<file path="src/hw/rtl/hcbd_pkg.sv">
`timescale 1ns / 1ps
// ----------------------------------------------------------------------------
// hcbd_pkg
// Shared types, codes and character helpers for the chunked body decoder.
// ----------------------------------------------------------------------------
package hcbd_pkg;

   localparam int SizeBitsDefault = 32;

   localparam logic [7:0] CharCr   = 8'h0D;
   localparam logic [7:0] CharLf   = 8'h0A;
   localparam logic [7:0] CharSp   = 8'h20;

   typedef enum logic [2:0] {
      PH_SIZE = 3'd0,
      PH_DATA = 3'd1,
      PH_CR   = 3'd2,
      PH_LF   = 3'd3,
      PH_STOP = 3'd4
   } phase_type;

   typedef enum logic [1:0] {
      ST_BUSY = 2'd0,
      ST_OK   = 2'd1,
      ST_ERR  = 2'd2
   } status_type;

   typedef struct packed {
      logic       data_valid;
      logic [7:0] data_byte;
      status_type status;
   } result_type;

   typedef struct packed {
      logic       valid;
      logic [3:0] value;
   } hex_type;

   function automatic logic is_ws(input logic [7:0] b);
      is_ws = (b == CharSp) || (b inside {[8'h09:8'h0D]});
   endfunction

   function automatic hex_type hex_val(input logic [7:0] b);
      hex_type h;
      h.valid = 1'b1;
      h.value = 4'd0;
      if (b inside {["0":"9"]}) begin
         h.value = 4'(b - 8'h30);
      end else if (b inside {["a":"f"]}) begin
         h.value = 4'(b - 8'h61 + 8'd10);
      end else if (b inside {["A":"F"]}) begin
         h.value = 4'(b - 8'h41 + 8'd10);
      end else begin
         h.valid = 1'b0;
      end
      hex_val = h;
   endfunction

endpackage

</file>
<file path="src/hw/rtl/http_chunked_body_decoder_core.sv">
`timescale 1ns / 1ps
// A result beat is registered in the result stage when its input beat is accepted.
// Throughput: one byte per cycle while req_ready is high; the parser state updates in the accepting cycle.
// A two-entry result stage keeps input flowing while one result waits.
// Reset is synchronous and active high; the parser returns to the start of a
// size line with status in progress, and the result stage empties.
// ----------------------------------------------------------------------------
// http_chunked_body_decoder_core
// Byte-serial HTTP/1.1 chunked body decoder that passes out chunk data bytes.
// ----------------------------------------------------------------------------
module http_chunked_body_decoder_core #(
   parameter int SIZE_BITS = hcbd_pkg::SizeBitsDefault
) (
   input  logic       clock,
   input  logic       reset,
   input  logic       req_valid,
   output logic       req_ready,
   input  logic [7:0] req_in_byte,
   input  logic       req_first,
   input  logic       req_last,
   output logic       rsp_valid,
   input  logic       rsp_ready,
   output logic       rsp_data_valid,
   output logic [7:0] rsp_data_byte,
   output logic [1:0] rsp_status
);
   import hcbd_pkg::*;

   logic       accept;
   result_type step_result;
   result_type out_result;

   assign accept = req_valid && req_ready;

   hcbd_parser #(
      .SIZE_BITS(SIZE_BITS)
   ) u_parser (
      .clock   (clock),
      .reset   (reset),
      .step    (accept),
      .in_byte (req_in_byte),
      .first   (req_first),
      .last    (req_last),
      .result  (step_result)
   );

   hcbd_out_reg u_out_reg (
      .clock      (clock),
      .reset      (reset),
      .push       (accept),
      .push_data  (step_result),
      .push_ready (req_ready),
      .out_valid  (rsp_valid),
      .out_ready  (rsp_ready),
      .out_data   (out_result)
   );

   assign rsp_data_valid = out_result.data_valid;
   assign rsp_data_byte  = out_result.data_byte;
   assign rsp_status     = out_result.status;

endmodule

</file>
<file path="src/hw/rtl/hcbd_parser.sv">
`timescale 1ns / 1ps
// ----------------------------------------------------------------------------
// hcbd_parser
// Parser state registers and the combinational next-state logic for one byte.
// ----------------------------------------------------------------------------
module hcbd_parser #(
   parameter int SIZE_BITS = hcbd_pkg::SizeBitsDefault
) (
   input  logic                 clock,
   input  logic                 reset,
   input  logic                 step,
   input  logic [7:0]           in_byte,
   input  logic                 first,
   input  logic                 last,
   output hcbd_pkg::result_type result
);
   import hcbd_pkg::*;

   phase_type            phase_ff, phase_in;
   logic [SIZE_BITS-1:0] remaining_ff, remaining_in;
   logic [SIZE_BITS-1:0] accum_ff, accum_in;
   logic                 seen_ff, seen_in;
   logic                 closed_ff, closed_in;
   logic                 crp_ff, crp_in;
   status_type           status_ff, status_in;
   logic                 data_hit;

   always_comb begin
      phase_type            ph;
      logic [SIZE_BITS-1:0] rem;
      logic [SIZE_BITS-1:0] acc;
      logic                 seen;
      logic                 closed;
      logic                 crp;
      status_type           st;
      logic                 handled;
      hex_type              h;

      ph      = phase_ff;
      rem     = remaining_ff;
      acc     = accum_ff;
      seen    = seen_ff;
      closed  = closed_ff;
      crp     = crp_ff;
      st      = status_ff;
      handled = 1'b0;
      h       = hex_val(in_byte);
      data_hit = 1'b0;

      if (first) begin
         ph     = PH_SIZE;
         rem    = '0;
         acc    = '0;
         seen   = 1'b0;
         closed = 1'b0;
         crp    = 1'b0;
         st     = ST_BUSY;
      end

      if (st == ST_BUSY) begin
         case (ph)
            PH_SIZE: begin
               if (crp) begin
                  crp = 1'b0;
                  if (in_byte == CharLf) begin
                     handled = 1'b1;
                     if (!seen) begin
                        st = ST_ERR;
                        ph = PH_STOP;
                     end else if (acc == '0) begin
                        st = ST_OK;
                        ph = PH_STOP;
                     end else begin
                        rem    = acc;
                        ph     = PH_DATA;
                        acc    = '0;
                        seen   = 1'b0;
                        closed = 1'b0;
                     end
                  end else if (seen) begin
                     closed = 1'b1;
                  end
               end
               if (!handled) begin
                  if (in_byte == CharCr) begin
                     crp = 1'b1;
                  end else if (!seen) begin
                     if (!is_ws(in_byte)) begin
                        if (!h.valid) begin
                           st = ST_ERR;
                           ph = PH_STOP;
                        end else begin
                           seen = 1'b1;
                           acc  = {{(SIZE_BITS-4){1'b0}}, h.value};
                        end
                     end
                  end else if (!closed) begin
                     if (!h.valid) begin
                        closed = 1'b1;
                     end else if (|acc[SIZE_BITS-1:SIZE_BITS-4]) begin
                        st = ST_ERR;
                        ph = PH_STOP;
                     end else begin
                        acc = {acc[SIZE_BITS-5:0], h.value};
                     end
                  end
               end
            end
            PH_DATA: begin
               data_hit = 1'b1;
               rem      = rem - SIZE_BITS'(1);
               if (rem == '0) begin
                  ph = PH_CR;
               end
            end
            PH_CR: begin
               if (in_byte == CharCr) begin
                  ph = PH_LF;
               end else begin
                  st = ST_ERR;
                  ph = PH_STOP;
               end
            end
            PH_LF: begin
               if (in_byte == CharLf) begin
                  ph     = PH_SIZE;
                  acc    = '0;
                  seen   = 1'b0;
                  closed = 1'b0;
                  crp    = 1'b0;
               end else begin
                  st = ST_ERR;
                  ph = PH_STOP;
               end
            end
            default: begin
               st = ST_ERR;
               ph = PH_STOP;
            end
         endcase
         if (last && st == ST_BUSY) begin
            st = ST_ERR;
            ph = PH_STOP;
         end
      end

      phase_in     = ph;
      remaining_in = rem;
      accum_in     = acc;
      seen_in      = seen;
      closed_in    = closed;
      crp_in       = crp;
      status_in    = st;
   end

   always_comb begin
      result.data_valid = data_hit;
      result.data_byte  = data_hit ? in_byte : 8'd0;
      result.status     = status_in;
   end

   always_ff @(posedge clock) begin
      if (reset) begin
         phase_ff     <= PH_SIZE;
         remaining_ff <= '0;
         accum_ff     <= '0;
         seen_ff      <= 1'b0;
         closed_ff    <= 1'b0;
         crp_ff       <= 1'b0;
         status_ff    <= ST_BUSY;
      end else if (step) begin
         phase_ff     <= phase_in;
         remaining_ff <= remaining_in;
         accum_ff     <= accum_in;
         seen_ff      <= seen_in;
         closed_ff    <= closed_in;
         crp_ff       <= crp_in;
         status_ff    <= status_in;
      end
   end

endmodule

</file>
<file path="src/hw/rtl/hcbd_out_reg.sv">
`timescale 1ns / 1ps
// ----------------------------------------------------------------------------
// hcbd_out_reg
// Result register with a skid stage, so a beat is taken every cycle while the skid stage is empty.
// ----------------------------------------------------------------------------
module hcbd_out_reg (
   input  logic                 clock,
   input  logic                 reset,
   input  logic                 push,
   input  hcbd_pkg::result_type push_data,
   output logic                 push_ready,
   output logic                 out_valid,
   input  logic                 out_ready,
   output hcbd_pkg::result_type out_data
);
   import hcbd_pkg::*;

   logic       main_valid_ff, main_valid_in;
   logic       skid_valid_ff, skid_valid_in;
   result_type main_ff, main_in;
   result_type skid_ff, skid_in;
   logic       pop;

   assign pop        = main_valid_ff && out_ready;
   assign push_ready = !skid_valid_ff;
   assign out_valid  = main_valid_ff;
   assign out_data   = main_ff;

   always_comb begin
      main_valid_in = main_valid_ff;
      skid_valid_in = skid_valid_ff;
      main_in       = main_ff;
      skid_in       = skid_ff;
      if (skid_valid_ff) begin
         if (pop) begin
            main_in       = skid_ff;
            skid_valid_in = 1'b0;
         end
      end else if (push) begin
         if (!main_valid_ff || pop) begin
            main_in       = push_data;
            main_valid_in = 1'b1;
         end else begin
            skid_in       = push_data;
            skid_valid_in = 1'b1;
         end
      end else if (pop) begin
         main_valid_in = 1'b0;
      end
   end

   always_ff @(posedge clock) begin
      if (reset) begin
         main_valid_ff <= 1'b0;
         skid_valid_ff <= 1'b0;
      end else begin
         main_valid_ff <= main_valid_in;
         skid_valid_ff <= skid_valid_in;
      end
   end

   always_ff @(posedge clock) begin
      main_ff <= main_in;
      skid_ff <= skid_in;
   end

endmodule
</file>
<file path="config.mk">
export PLATFORM = sky130hd
export DESIGN_NAME = http_chunked_body_decoder_core
export DESIGN_NICKNAME = d
export VERILOG_FILES = /design/src/hw/rtl/hcbd_pkg.sv /design/src/hw/rtl/http_chunked_body_decoder_core.sv /design/src/hw/rtl/hcbd_parser.sv /design/src/hw/rtl/hcbd_out_reg.sv
export SDC_FILE = /design/constraint.sdc
export NUM_CORES = 1
export LEC_CHECK = 0
export BUFFER_PORTS_ARGS = -buffer_cell sky130_fd_sc_hd__buf_2
export CAP_MARGIN = 20
export CORE_ASPECT_RATIO = 0.6
export CORE_MARGIN = 4
export CORE_UTILIZATION = 25
export CTS_CLUSTER_SIZE = 12
export DETAILED_ROUTE_END_ITERATION = 10
export PLACE_DENSITY = 0.5
export SLEW_MARGIN = 20
export SYNTH_ARGS = -nofsm -noshare
export SYNTH_HDL_FRONTEND = slang
export SYNTH_HIERARCHICAL = 1
export SYNTH_SLANG_ARGS = --single-unit
</file>
<file path="constraint.sdc">
create_clock -name clock -period 6.9 [get_ports clock]
set_input_delay 1.38 -clock clock [delete_from_list [all_inputs] [get_ports clock]]
set_output_delay 1.38 -clock clock [all_outputs]
set_load 0.05 [all_outputs]
</file>
Word-level counts from Yosys, hierarchy flattened

Cells that the tools add are included.
Widths: inputs -> output; s select.

Latch bits: 0
Bits of input ports: 14
Memory bits (writable): 0
Output and inout bits: 13
Word-level logic and storage cells: 186
ROM bits: 0
Memories kept: 0
Flip-flop bits (word level): 96

Multiply operators: 0
Shift-type cells: 0
Div/mod/pow operators: 0
Reduce and logical (&&, ||, !) cells: 23
Equal/unequal tests: 8
Mux-type cells: 124
Order comparisons: 8
Bitwise gates (word level): 2
Add/sub/neg operators: 6

Operator list:

| operator              | number |
|---|---|
| $mux 32               | 23 |
| $pmux 32 s2           | 2 |
| $logic_not 32->1      | 2 |
| $mux 3                | 18 |
| $mux 1                | 50 |
| $mux 11               | 4 |
| $mux 2                | 18 |
| $sub 32x1->32 const B | 1 |
| $eq 8x4->1 const B    | 2 |
| $ge 8x7->1 const B    | 2 |
| $le 8x7->1 const B    | 2 |
| $mux 4                | 3 |
| $pmux 3 s4            | 1 |
| $sub 4x1->4 const B   | 3 |
| $reduce_and 3->1      | 3 |
| $add 4x4->4 const B   | 2 |
| $eq 8x6->1 const B    | 1 |
| $ge 8x4->1 const B    | 1 |
| $ge 8x6->1 const B    | 1 |
| $le 8x4->1 const B    | 1 |
| $le 8x6->1 const B    | 1 |
| $mux 8                | 1 |
| $pmux 2 s4            | 1 |
| $logic_and 1x1->1     | 7 |
| 12 further kinds      | 21 |

Depth between registers and ports, before layout

Depth after elaboration: 24
Gate-level depth with buffers: 17
Mapped depth without buffers: 10

Modules after synthesis

The synthesis kept the hierarchy.

Modules (own cells, without submodules):

| module                         | seq. area each (um2) | area each (um2) | cells an instance | instances |
|---|---|---|---|---|
| hcbd_parser                    | 1441.4               | 5521.5          | 754               | 1 |
| hcbd_out_reg                   | 700.7                | 960.9           | 48                | 1 |
| http_chunked_body_decoder_core | 0.0                  | 6.3             | 1                 | 1 |

Least setup slack after synthesis

Ideal clock, no wire load.

Path type: input to register
Start point: in req_first
End point: reg u_parser.phase_ff[1]
Library setup time: 79 ps
Path buffers: 7
Data arrival time: 5182 ps
Required time: 6821 ps
Cell stages on the path: 17
Setup slack: 1639 ps
Cell sequence: clkbuf_1 clkbuf_1 inv_1 clkbuf_1 buf_1 nand2_1 ha_1 clkbuf_1 or4b_1 buf_2 a21o_1 clkbuf_1 o31a_1 nor4_2 nand4b_1 or4b_1 a211oi_2

Longest elaborated chain between the ends: 21
Elaborated cells between the ends (all ways): 71
Those cells by class: add/sub: 1; eq/ne: 3; mux: 60; reduce/logical: 7

RTL lines:

| what                 | RTL line                             | text |
|---|---|---|
| start, declared      | http_chunked_body_decoder_core.sv:19 | `input logic req_first,` |
| $mux 32              | hcbd_parser.sv:50                    | `if (first) begin` |
| $logic_not 32->1     | hcbd_parser.sv:70                    | `end else if (acc == '0) begin` |
| $mux 32              | hcbd_parser.sv:70                    |  |
| $mux 32              | hcbd_parser.sv:67                    | `if (!seen) begin` |
| $mux 32              | hcbd_parser.sv:65                    | `if (in_byte == CharLf) begin` |
| $mux 32              | hcbd_parser.sv:63                    | `if (crp) begin` |
| $mux 32              | hcbd_parser.sv:61                    | `case (ph)` |
| $mux 32              | hcbd_parser.sv:60                    | `if (st == ST_BUSY) begin` |
| [... 5 more ...]     | --                                   |  |
| $mux 2               | hcbd_parser.sv:85                    | `if (in_byte == CharCr) begin` |
| $mux 2               | hcbd_parser.sv:84                    | `if (!handled) begin` |
| $pmux 2 s4           | hcbd_parser.sv:61                    |  |
| $mux 2               | hcbd_parser.sv:60                    |  |
| $logic_not 2->1      | hcbd_parser.sv:141                   | `if (last && st == ST_BUSY) begin` |
| $logic_and 1x1->1    | hcbd_parser.sv:141                   |  |
| $mux 3               | hcbd_parser.sv:141                   |  |
| $mux 3 (*)           | hcbd_parser.sv:60                    |  |
| end signal, assigned | hcbd_parser.sv:172                   | `phase_ff <= phase_in;` |
| end, declared        | hcbd_parser.sv:19                    | `phase_type phase_ff, phase_in;` |

Every way passes the cells marked *; elsewhere a longest branch is shown, timed or not. The select of a mux whose other input is x is not followed.
A chain may end at the register's enable or synchronous reset.

Worst setup path in the final report

Same ends and word-level chain as after synthesis.

==> impl_metrics.py <==
metrics = {
    "yosys": {
        "synth_cells": 803,
        "synth-seq-cells": 96,
        "synthesis.area_um2": 6490,
        "yosysSeqAreaShare_pct": 33.0,
        "synth_edf_count": 22,
        "synth.yosys.warnings": 6,
        "synthFlopType": "sky130_fd_sc_hd__dfxtp_1",
        "post_synth_num_cell_types": 80,
        "syn_avg_cell_area_um2": 8.08,
        "synth.net_count": 824,
        "synth-async-reset-ratio_pct": 0,
    },
    "critical_path": {
        "cp.required_ps": 7190,
        "path_common_cell": "sky130_fd_sc_hd__or4b_1",
        "r2r_setup_slack_ps": 3040,
        "worstPathCellList": "buf_2 > inv_1 > nand2_1 > ha_1 > or4b_1 > nor3_1 > nand3_1 > o311ai_0 > nand4_1 > or4b_1 > a211oi_2",
        "r2r_start": "u_parser/accum_ff[28]",
        "timing.critical_path.arrival_ps": 4720,
        "crit_path_top_delay_cell": "sky130_fd_sc_hd__or4b_1",
        "worst-r2r-cell-count": 8,
        "worst_r2r_endpoint": "u_parser/remaining_ff[15]",
        "critPathLaunchType": "primary input",
        "worst-path-max-fanout": 12,
        "criticalPathCategory": "primary input to flop",
        "timing.critical_path.to_type": "flop",
        "critPathMaxStageDelay_ps": 660,
    },
    "timing": {
        "grt_setup_unrepaired": "false",
        "report.final.hold_viol_count": 0,
        "achievable-frequency_ghz": 0.226,
        "post-route-worst-setup-slack_ps": 2470,
        "tightest_pin_transition_ps": 992,
        "finalWorstPathRequiredPeriod_ps": 4430,
        "slew_headroom_pct": 33.7,
        "setup-tns-final_ps": 0,
        "timing.final.crit_share_pct": 64.2,
        "timing.final.max_slew_violations": 0,
        "smallest_hold_slack_ps": 500,
        "worst_clock_skew_ps": 14.3,
        "report.final.setup_viol": 0,
    },
    "worst_hold_path": {
        "hold_end": "u_parser/remaining_ff[30]",
        "type_of_the_most_critical_hold_path": "flop to flop",
        "timing.hold.worst_path_depth": 2,
        "timing.hold.worst.start": "u_parser/remaining_ff[30]",
    },
    "clock_tree": {
        "cts.root.buffer_cell": "sky130_fd_sc_hd__clkbuf_16",
        "post_cts_buffers": 0,
        "cts.hold.buffers_added": 0,
        "cts_inserted_buffers": 9,
        "clkSlewWorstSetupHoldPaths_ps": 80,
        "cts-resized-gates": 0,
        "cts_tree": "yes",
        "clk_latency_ps": 360,
        "numClockSinks": 96,
        "maximum_root_to_sink_buffer_count": 2,
        "cts-htree-levels": 3,
    },
    "placed_design": {
        "gp_congestion": 0.942,
        "hpwl_mm": 18.1,
        "port_buffers": 26,
        "place_ws_ps": 2190,
        "post-place-cells": 1136,
    },
    "power": {
        "power.sequential.fraction_pct": 41.8,
        "power.share.clock_pct": 39.8,
        "p_comb_share_pct": 18.4,
        "maximum_vdd_ir_drop_uv": 109,
        "switching_power_mw": 0.449,
        "switching_share_pct": 30.8,
        "cellInternalPower_mw": 1.01,
        "power_leakage_nw": 2.55,
        "power_per_standard_cell_area_nw_per_um2": 201,
    },
    "routing": {
        "ant_nets": 0,
        "via_per_inst": 5.74,
        "initialDrtViolationCount": 1080,
        "vias": 6618,
        "remaining_drc_errors": 0,
        "wl_mm": 24.6,
        "wl_per_cell_um": 21.4,
        "dr.pass1.iters": 5,
    },
    "grt": {
        "grt_busiest_layer": "met1",
        "met3_usage_grt_pct": 7.48,
        "grt_use_met2_pct": 18.3,
        "grt_use_met1_pct": 28.4,
        "grt_start_max_net_pins": 65,
        "globalRoute.totalOverflow": 0,
        "global_route_usage_sum_pct": 16.9,
        "grt_antenna_before_repair": 0,
        "grt_pass1_vias": 5775,
        "global_route_wire_length_before_repair_mm": 37.3,
    },
    "floorplan": {
        "design.die.area_um2": 28700,
        "floorplan.core_area_um2": 25400,
        "io_pins": 27,
        "initial_core_util_pct": 25.6,
        "fp.dieH_um": 133,
        "die-width_um": 216,
        "floorplan.rows": 45,
    },
    "run": {
        "max-cap-violations": 0,
    },
    "cells_and_area": {
        "final_layout_size_suffix_gt1_share_pct": 11.4,
        "final_common_cell": "sky130_fd_sc_hd__dfxtp_1",
        "final_cells": 1152,
        "ff_latch_area_um2": 2140,
        "final_net_count": 816,
        "antennaDiodeCount": 0,
        "layout_common_cells": "sky130_fd_sc_hd__dfxtp_1 (74), sky130_fd_sc_hd__nor2_1 (67), sky130_fd_sc_hd__a21oi_1 (64)",
        "multiInputGateArea_um2": 4020,
        "area_growth_syn_to_layout_pct": 11.8,
        "fillers": 2742,
    },
    "status": {
        "status": "complete, no violations",
    },
}
## critical path, delay by kind of cell
kind            cells  cell delay, ps
compound gates      2             390
buf+inv             2             270
fa+ha+maj           1             310
simple gates        6            2360
## cells in the mapped netlist, types with 7 or more instances
| master | number | share of area [%] |
|---|---|---|
| sky130_fd_sc_hd__o21ai_0 | 44 | 3.4 |
| sky130_fd_sc_hd__clkbuf_1 | 48 | 2.8 |
| sky130_fd_sc_hd__o22ai_1 | 16 | 1.5 |
| sky130_fd_sc_hd__inv_1 | 16 | 0.93 |
| sky130_fd_sc_hd__nor2b_1 | 18 | 1.7 |
| sky130_fd_sc_hd__mux2i_1 | 16 | 2.5 |
| sky130_fd_sc_hd__nor3_1 | 31 | 2.4 |
| sky130_fd_sc_hd__a22o_1 | 16 | 2.2 |
| sky130_fd_sc_hd__and2_1 | 13 | 1.3 |
| sky130_fd_sc_hd__a211oi_1 | 15 | 1.7 |
| sky130_fd_sc_hd__o2bb2ai_1 | 11 | 1.5 |
| sky130_fd_sc_hd__ha_1 | 7 | 1.3 |
| sky130_fd_sc_hd__nand3_1 | 27 | 2.1 |
| sky130_fd_sc_hd__a22oi_1 | 17 | 2.0 |
| sky130_fd_sc_hd__mux2_4 | 7 | 1.6 |
| sky130_fd_sc_hd__o21ai_1 | 7 | 0.54 |
| sky130_fd_sc_hd__xnor2_1 | 7 | 0.94 |
| sky130_fd_sc_hd__nor2_1 | 67 | 3.9 |
| sky130_fd_sc_hd__nand2b_1 | 15 | 1.4 |
| sky130_fd_sc_hd__edfxtp_1 | 22 | 10 |
| sky130_fd_sc_hd__nand4_1 | 12 | 1.2 |
| sky130_fd_sc_hd__or2_2 | 7 | 0.67 |
| sky130_fd_sc_hd__a21oi_1 | 64 | 4.9 |
| sky130_fd_sc_hd__nor4_1 | 18 | 1.7 |
| sky130_fd_sc_hd__nand2_1 | 63 | 3.6 |
| sky130_fd_sc_hd__dfxtp_1 | 74 | 23 |
## final cells by class
cell class,instances,area share [%]
Tap cell,352,6.07
Inverter,16,0.828
Sequential cell,96,29.5
Clock buffer,11,3.50
Timing Repair Buffer,42,3.45
Clock inverter,5,1.19
Multi-Input combinational cell,630,55.4
## metrics by stage
stage | cell area (µm²) | total power, mW | util [%]
finish | 7250 | 1.46 | 28.6
global placement | 6910 | 0.884 | 27.2
detailed placement | 6910 | 0.882 | 27.2
floorplan | 6490 | 0.800 | -
global route | 7250 | 1.51 | 28.6
CTS | 7250 | 1.47 | 28.6
## worst max-delay path by stage
| stage | from | to | slack [ps] | cells past startpoint |
|---|---|---|---|---|
| floorplan | req_first | u_parser/phase_ff[1] | 1640 | 17 |
| global placement | req_first | u_parser/phase_ff[1] | 2290 | 11 |
| detailed placement | req_first | u_parser/phase_ff[1] | 2190 | 11 |
| CTS | req_first | u_parser/phase_ff[1] | 2550 | 11 |
| global route | req_first | u_parser/phase_ff[1] | 2210 | 11 |
| finish | req_first | u_parser/phase_ff[1] | 2470 | 11 |
## metal layers
metal / vias up / wire (µm)
met1: 3161 / 12700
met5: - / 0
met3: 17 / 3470
li1: 3041 / -
met2: 399 / 8240
met4: 0 / 203
## power groups by stage
stage | logic (mW) | registers, mW | clock network, mW
after floorplan | 0.163 | 0.637 | 0
after global placement | 0.262 | 0.622 | 0
after detailed placement | 0.260 | 0.622 | 0
after CTS | 0.260 | 0.609 | 0.596
after global routing | 0.286 | 0.612 | 0.617
final | 0.269 | 0.610 | 0.581
## registers in the layout (all words and copies together) (netlist names)
| signal | cells |
|---|---|
| u_parser/accum_ff | 32 |
| u_parser/remaining_ff | 32 |
| u_out_reg/out_data | 11 |
| u_out_reg/skid_ff | 11 |
| u_parser/phase_ff | 3 |
| u_parser/status_ff | 2 |
| u_out_reg/out_valid | 1 |
| u_out_reg/skid_valid_ff | 1 |
| u_parser/closed_ff | 1 |
| u_parser/crp_ff | 1 |
| u_parser/seen_ff | 1 |
## kinds of logic (layout without fill, tap and decap cells)
kind of cell             Yosys count  count (layout)  synth area share (%)
AND/OR/NAND/NOR                  322             322                  26.6
buffers and inverters             77              74                  5.07
XOR/XNOR                          12              12                  1.62
multiplexers                      28              28                  4.96
adder cells (fa/ha/maj)            7               7                  1.35
AO/OA/AOI/OAI                    261             261                  27.4
flip-flops                        96              96                  33.0
Power figures use the tool's default switching activity.
